**config.mk**
```make
export PLATFORM = sky130hd
export DESIGN_NAME = streaming_top_k_by_score_unit
export DESIGN_NICKNAME = d
export VERILOG_FILES = /design/src/design/stk_pkg.sv /design/src/design/stk_cell.sv /design/src/design/stk_drain.sv /design/src/design/streaming_top_k_by_score_unit.sv
export VERILOG_INCLUDE_DIRS = /design/src /design/src/design
export SDC_FILE = /design/constraint.sdc
export NUM_CORES = 1
export LEC_CHECK = 0
export BUFFER_PORTS_ARGS = -buffer_cell sky130_fd_sc_hd__buf_2
export CORE_ASPECT_RATIO = 0.8
export CORE_MARGIN = 1.5
export CORE_UTILIZATION = 30
export CTS_CLUSTER_DIAMETER = 60
export DETAILED_ROUTE_END_ITERATION = 16
export PLACE_DENSITY_LB_ADDON = 0.25
export SLEW_MARGIN = 30
export SYNTH_ARGS = -nofsm -noshare
export SYNTH_HDL_FRONTEND = slang
export SYNTH_HIERARCHICAL = 1
export SYNTH_SLANG_ARGS = --single-unit
```
**constraint.sdc**
```tcl
create_clock -name clk -period 4.75 [get_ports clk]
set_clock_uncertainty 0.05 [all_clocks]
set_input_delay 1.1875 -clock clk [delete_from_list [all_inputs] [get_ports clk]]
set_output_delay 1.1875 -clock clk [all_outputs]
set_load 0.005 [all_outputs]
```
**src/design/streaming_top_k_by_score_unit_macros.svh**
```systemverilog
// Assertion macros shared by the streaming top-K ranker.
// Depends on nothing; files that assert include it and provide clk and arst_n.
`ifndef STREAMING_TOP_K_BY_SCORE_UNIT_MACROS_SVH
`define STREAMING_TOP_K_BY_SCORE_UNIT_MACROS_SVH

// antecedent implies consequent in the same cycle
`define STK_ASSERT_SAME(label, ante, cons, msg) \
	label: assert property (@(posedge clk) disable iff (!arst_n) (ante) |-> (cons)) \
		else $error(msg);

// antecedent implies consequent in the next cycle
`define STK_ASSERT_NEXT(label, ante, cons, msg) \
	label: assert property (@(posedge clk) disable iff (!arst_n) (ante) |=> (cons)) \
		else $error(msg);

`endif

```
**src/design/stk_pkg.sv**
```systemverilog
// Package for the streaming top-K ranker: field widths, item codes, entry and cell types.
// Depends on nothing.
package stk_pkg;

	localparam int ID_W    = 16;
	localparam int SCORE_W = 10;
	localparam int TOTAL_W = 11;

	localparam logic KIND_INSERT = 1'b0;
	localparam logic KIND_REPORT = 1'b1;

	typedef struct packed {
		logic               used;
		logic [ID_W-1:0]    id;
		logic [TOTAL_W-1:0] total;
	} entry_t;

	typedef struct packed {
		logic ins;
		logic clr;
	} cell_ctrl_t;

endpackage

```
**src/design/stk_cell.sv**
```systemverilog
// One ranking cell: holds a single entry, compares it with the incoming record
// and either keeps it, takes the record, or takes its neighbour's entry. Uses stk_pkg.
module stk_cell (
	input  logic                clk,
	input  logic                arst_n,
	input  stk_pkg::cell_ctrl_t ctrl,
	input  stk_pkg::entry_t     new_entry,
	input  logic                prev_take,
	input  stk_pkg::entry_t     prev_entry,
	output logic                take,
	output stk_pkg::entry_t     entry
);

	stk_pkg::entry_t entry_q;

	// strictly smaller total loses its place; ties keep the older record ahead
	assign take  = ctrl.ins && (!entry_q.used || (entry_q.total < new_entry.total));
	assign entry = entry_q;

	always_ff @(posedge clk or negedge arst_n) begin
		if (!arst_n) begin
			entry_q <= '0;
		end else if (ctrl.clr) begin
			entry_q <= '0;
		end else if (take) begin
			entry_q <= prev_take ? prev_entry : new_entry;
		end
	end

endmodule

```
**src/design/stk_drain.sv**
```systemverilog
// Report drain: a snapshot shift line that hands ranked entries to the output one per
// transaction, head first. Uses stk_pkg and the assertion macros header.
`include "streaming_top_k_by_score_unit_macros.svh"

module stk_drain #(
	parameter int TOP_K = 3
) (
	input  logic                        clk,
	input  logic                        arst_n,
	input  logic                        load,
	input  stk_pkg::entry_t             snap [TOP_K],
	output logic                        busy,
	output logic                        out_valid,
	input  logic                        out_stall,
	output logic                        entry_valid,
	output logic [stk_pkg::ID_W-1:0]    entry_id,
	output logic [stk_pkg::TOTAL_W-1:0] entry_total,
	output logic                        is_last
);

	stk_pkg::entry_t line_q [TOP_K];
	logic            empty_q;
	logic            next_used;
	logic            out_acc;

	generate
		if (TOP_K > 1) begin : g_next
			assign next_used = line_q[1].used;
		end else begin : g_single
			assign next_used = 1'b0;
		end
	endgenerate

	assign out_valid   = line_q[0].used || empty_q;
	assign busy        = out_valid;
	assign out_acc     = out_valid && !out_stall;
	assign entry_valid = line_q[0].used;
	assign entry_id    = line_q[0].id;
	assign entry_total = line_q[0].total;
	assign is_last     = empty_q || !next_used;

	always_ff @(posedge clk or negedge arst_n) begin
		if (!arst_n) begin
			for (int i = 0; i < TOP_K; i++) begin
				line_q[i] <= '0;
			end
			empty_q <= 1'b0;
		end else if (load) begin
			for (int i = 0; i < TOP_K; i++) begin
				line_q[i] <= snap[i];
			end
			empty_q <= !snap[0].used;
		end else if (out_acc) begin
			for (int i = 0; i < TOP_K - 1; i++) begin
				line_q[i] <= line_q[i+1];
			end
			line_q[TOP_K-1] <= '0;
			empty_q         <= 1'b0;
		end
	end

	`STK_ASSERT_SAME(a_load_idle, load, !busy, "report loaded while drain still busy")
	`STK_ASSERT_SAME(a_empty_clean, empty_q, !line_q[0].used, "empty report with stored entry")
	`STK_ASSERT_NEXT(a_last_ends, out_acc && is_last, !out_valid, "result after last of report")

	generate
		for (genvar g = 0; g + 1 < TOP_K; g++) begin : g_chk
			`STK_ASSERT_SAME(a_prefix, line_q[g+1].used, line_q[g].used, "drain holes in line")
		end
	endgenerate

endmodule

```
**src/design/streaming_top_k_by_score_unit.sv**
```systemverilog
// Streaming top-K ranker: keeps the TOP_K records with the highest total of two
// scores in a descending chain of cells, and reports then clears them on request.
// Depends on stk_pkg, stk_cell, stk_drain and the assertion macros header.
//
// An insert transaction is taken every cycle: each record is compared against all
// TOP_K cells at once and the chain shifts by one in that same cycle. A report, when
// taken, copies the chain into the drain line and clears the chain, so inserts
// continue at once. Its results then leave one per cycle while out_stall is low
// (one to TOP_K results). A further report is held off by in_stall until every
// result of the previous report has been taken.
// No result is produced for an insert. Reset needs no clearing pass.
`include "streaming_top_k_by_score_unit_macros.svh"

module streaming_top_k_by_score_unit #(
	parameter int TOP_K = 3
) (
	input  logic                        clk,
	input  logic                        arst_n,
	input  logic                        in_valid,
	output logic                        in_stall,
	input  logic                        kind,
	input  logic [stk_pkg::ID_W-1:0]    record_id,
	input  logic [stk_pkg::SCORE_W-1:0] first_score,
	input  logic [stk_pkg::SCORE_W-1:0] second_score,
	output logic                        out_valid,
	input  logic                        out_stall,
	output logic                        entry_valid,
	output logic [stk_pkg::ID_W-1:0]    entry_id,
	output logic [stk_pkg::TOTAL_W-1:0] entry_total,
	output logic                        is_last
);

	logic                busy;
	logic                in_acc;
	logic                report;
	stk_pkg::cell_ctrl_t ctrl;
	stk_pkg::entry_t     new_entry;
	logic                take [TOP_K];
	stk_pkg::entry_t     cell_entry [TOP_K];

	assign in_stall  = (kind == stk_pkg::KIND_REPORT) && busy;
	assign in_acc    = in_valid && !in_stall;
	assign report    = in_acc && (kind == stk_pkg::KIND_REPORT);
	assign ctrl.ins  = in_acc && (kind == stk_pkg::KIND_INSERT);
	assign ctrl.clr  = report;

	assign new_entry.used  = 1'b1;
	assign new_entry.id    = record_id;
	assign new_entry.total = {1'b0, first_score} + {1'b0, second_score};

	generate
		for (genvar g = 0; g < TOP_K; g++) begin : g_cell
			if (g == 0) begin : g_head
				stk_cell u_cell (
					.clk        (clk),
					.arst_n     (arst_n),
					.ctrl       (ctrl),
					.new_entry  (new_entry),
					.prev_take  (1'b0),
					.prev_entry ('0),
					.take       (take[g]),
					.entry      (cell_entry[g])
				);
			end else begin : g_body
				stk_cell u_cell (
					.clk        (clk),
					.arst_n     (arst_n),
					.ctrl       (ctrl),
					.new_entry  (new_entry),
					.prev_take  (take[g-1]),
					.prev_entry (cell_entry[g-1]),
					.take       (take[g]),
					.entry      (cell_entry[g])
				);
			end
		end
	endgenerate

	stk_drain #(
		.TOP_K (TOP_K)
	) u_drain (
		.clk         (clk),
		.arst_n      (arst_n),
		.load        (report),
		.snap        (cell_entry),
		.busy        (busy),
		.out_valid   (out_valid),
		.out_stall   (out_stall),
		.entry_valid (entry_valid),
		.entry_id    (entry_id),
		.entry_total (entry_total),
		.is_last     (is_last)
	);

	`STK_ASSERT_NEXT(a_report_clears, report, !cell_entry[0].used, "chain not cleared by report")
	`STK_ASSERT_NEXT(a_report_drains, report, out_valid, "report gave no result")

	generate
		for (genvar g = 0; g + 1 < TOP_K; g++) begin : g_chk
			`STK_ASSERT_SAME(a_order, cell_entry[g+1].used, cell_entry[g].used && (cell_entry[g].total >= cell_entry[g+1].total), "chain out of order")
		end
	endgenerate

endmodule

```
==> impl_metrics.env <==
export IMPL_hold_end="u_drain/line_q[15]$_DFFE_PN0P_"
export IMPL_portBuffers=71
export IMPL_hp_class="flop to flop"
export IMPL_clk_latency_ns=0.43
export IMPL_grtUsageTotal_pct=15.81
export IMPL_initial_utilization_pct=30.53
export IMPL_num_vias=7958
export IMPL_rows=62
export IMPL_whs_ns=0.4337
export IMPL_p_total_mw=7.471
export IMPL_dieArea_sq_mm=0.03779
export IMPL_clock_sinks=169
export IMPL_detailedRoute_firstIterationViolations=477
export IMPL_finalCritPeriodShare_pct=94.67
export IMPL_seqCellArea_sq_mm=0.004229
export IMPL_htree_levels=4
export IMPL_synth_warnings=6
export IMPL_clockRootBuffer="clkbuf_16"
export IMPL_synth_cells=1113
export IMPL_grt_max_degree=99
export IMPL_viasPerCell=4.774
export IMPL_gp_congestion=0.7890
export IMPL_setup_viol=0
export IMPL_postSynthAreaPerCell_sq_um=9.872
export IMPL_wl_per_cell_microns=17.47
export IMPL_tightest_slew_ns=0.8055
export IMPL_layout_drive_gt1_share_pct=32.69
export IMPL_num_antenna_cells=0
export IMPL_placed_cells_incl_taps=1634
export IMPL_cts_inserted_buffers=17
export IMPL_r2r_setup_slack_ns=2.17
export IMPL_r2r_end="g_cell[2].g_body.u_cell/entry[1]$_DFFE_PN0P_"
export IMPL_rsz0062_at_grt="false"
export IMPL_holdPathStages=2
export IMPL_die_x_microns=217.0
export IMPL_fmax_mhz=222.4
export IMPL_slew_violations=0
export IMPL_ant_nets=0
export IMPL_crit_path_end_kind="flop"
export IMPL_syn_cell_area_sq_mm=0.01099
export IMPL_ff2ff_path_depth=10
export IMPL_finalHoldViolations=0
export IMPL_p_per_area_mw_per_mm2=602.2
export IMPL_cp_required_ns=4.99
export IMPL_dp_hpwl_microns=19670
export IMPL_ios=72
export IMPL_cts_tree="yes"
export IMPL_drc=0
export IMPL_maxCapViolations=0
export IMPL_hp_start="g_cell[2].g_body.u_cell/entry[15]$_DFFE_PN0P_"
export IMPL_core_area_sq_mm=0.03599
export IMPL_fin_nets=1256
export IMPL_grt_pass1_wl_microns=47100
export IMPL_fin_crit_ns=4.497
export IMPL_antenna_found_initial=2
export IMPL_synthToLayoutAreaGrowth_pct=12.90
export IMPL_drt_pass1_iter_count=5
export IMPL_die_h_microns=174.2
export IMPL_nFillCells=3734
export IMPL_wirelength_microns=29130
export IMPL_final_area_sq_mm=0.01241
export IMPL_worstPathArrival_ns=4.74
export IMPL_ir_drop_uv=273.2
export IMPL_power_leakage_nw=5.359
export IMPL_cts_buffer_depth=2
export IMPL_worst_path_max_fanout=11
export IMPL_hold_buffers=0
export IMPL_start_kind="input port"
export IMPL_worstSetupPathType="input port to flop"
export IMPL_placed_area_sq_mm=0.01181
export IMPL_outcome="completed"
export IMPL_max_slew_margin_rel_pct=46.30
export IMPL_clkTransAtPathRegs_ns=0.07
export IMPL_grt_pass1_vias=7896
export IMPL_multi_input_area_sq_mm=0.005665
export IMPL_finalNonFillerCells=1667
export IMPL_r2r_start="g_cell[1].g_body.u_cell/entry[8]$_DFFE_PN0P_"
export IMPL_grt_ovfl_total=0
[critical path, stage by stage]
cell and delay, ns:
buf_2 0.10, ha_1 0.20, inv_1 0.07, fa_2 0.19, nand2b_4 0.13, a21oi_2 0.06, a2111oi_4 0.37, buf_4 0.18
o21ai_1 0.06, a21o_1 0.24, inv_1 0.09, ha_1 0.23, and4_1 0.23, and2_1 0.14, a221o_1 0.35, and2_1 0.16
inv_2 0.14, buf_4 0.23, nor2_1 0.08, a221oi_2 0.21, a211oi_2 0.07
[flip-flops by register name (all words and copies together) (netlist names)]
register	flops
u_drain/empty_q	1
u_drain/line_q	55
g_cell.g_head.u_cell/entry	28
u_drain/entry_total	11
u_drain/entry_valid	1
u_drain/next_used	1
g_cell.g_body.u_cell/entry	56
u_drain/entry_id	16
[area by class of cell]
type | instances | area share [%]
inverter | 120 | 3.631
clock inverter | 14 | 1.120
multi-input combinational | 739 | 45.67
clock buffer | 18 | 3.540
sequential | 169 | 34.09
tap | 480 | 4.841
timing repair buffer | 127 | 7.110
[worst max-delay path by stage]
stage	from	end	slack, ns
5_1_grt	first_score[0]	g_cell[2].g_body.u_cell/entry[1]$_DFFE_PN0P_	0.02
6_report	first_score[0]	g_cell[2].g_body.u_cell/entry[1]$_DFFE_PN0P_	0.25
4_1_cts	first_score[0]	g_cell[2].g_body.u_cell/entry[1]$_DFFE_PN0P_	0.20
2_1_floorplan	first_score[0]	g_cell[1].g_body.u_cell/entry[11]$_DFFE_PN0P_	0.007
3_5_place_dp	first_score[0]	g_cell[2].g_body.u_cell/entry[1]$_DFFE_PN0P_	-0.25
3_3_place_gp	first_score[0]	g_cell[2].g_body.u_cell/entry[1]$_DFFE_PN0P_	-0.21
[metrics by stage]
stage	utilization, %	TNS (ns)	setup slack (ns)
floorplan	-	0	0.006720
global placement	32.80	-8.030	-0.2103
detailed placement	32.80	-11.04	-0.2524
CTS	34.41	0	0.1997
global route	34.47	0	0.02017
finish	34.47	0	0.2530
[cells in the final DEF, fill, tap and decap left out, drive strengths merged, types with 2 or more instances in the layout]
master    instances
conb             33
xor2              3
a221o             3
a21o              3
nand2           126
o21ai            44
clkinvlp          4
nand3             4
nor2             33
xnor2             5
buf             127
and2              7
nor2b           113
dfrtp           169
a211oi           84
nand2b            8
ha               40
clkbuf           18
and3              2
inv             125
a21oi           130
a221oi           81
clkinv            4
and4              6
o221ai            3
[timing repair]
item,in CTS,in global routing
buffers inserted,0,1
endpoints found under the setup margin,0,11
resized for setup,0,2
[layer usage]
layer | up-vias | track usage (%) | wire length (microns)
li1 | 3930 | - | -
met1 | 3886 | 24.83 | 15770
met2 | 126 | 22.62 | 12290
met3 | 14 | 2.572 | 875
met4 | 2 | 2.633 | 184
met5 | - | 0 | 13
[power by group]
group / switching (mW) / internal, mW / total (mW)
registers: 0.655 / 2.16 / 2.82
logic: 1.86 / 1.41 / 3.27
clock network: 0.636 / 0.748 / 1.38
Power figures use the tool's default switching activity.
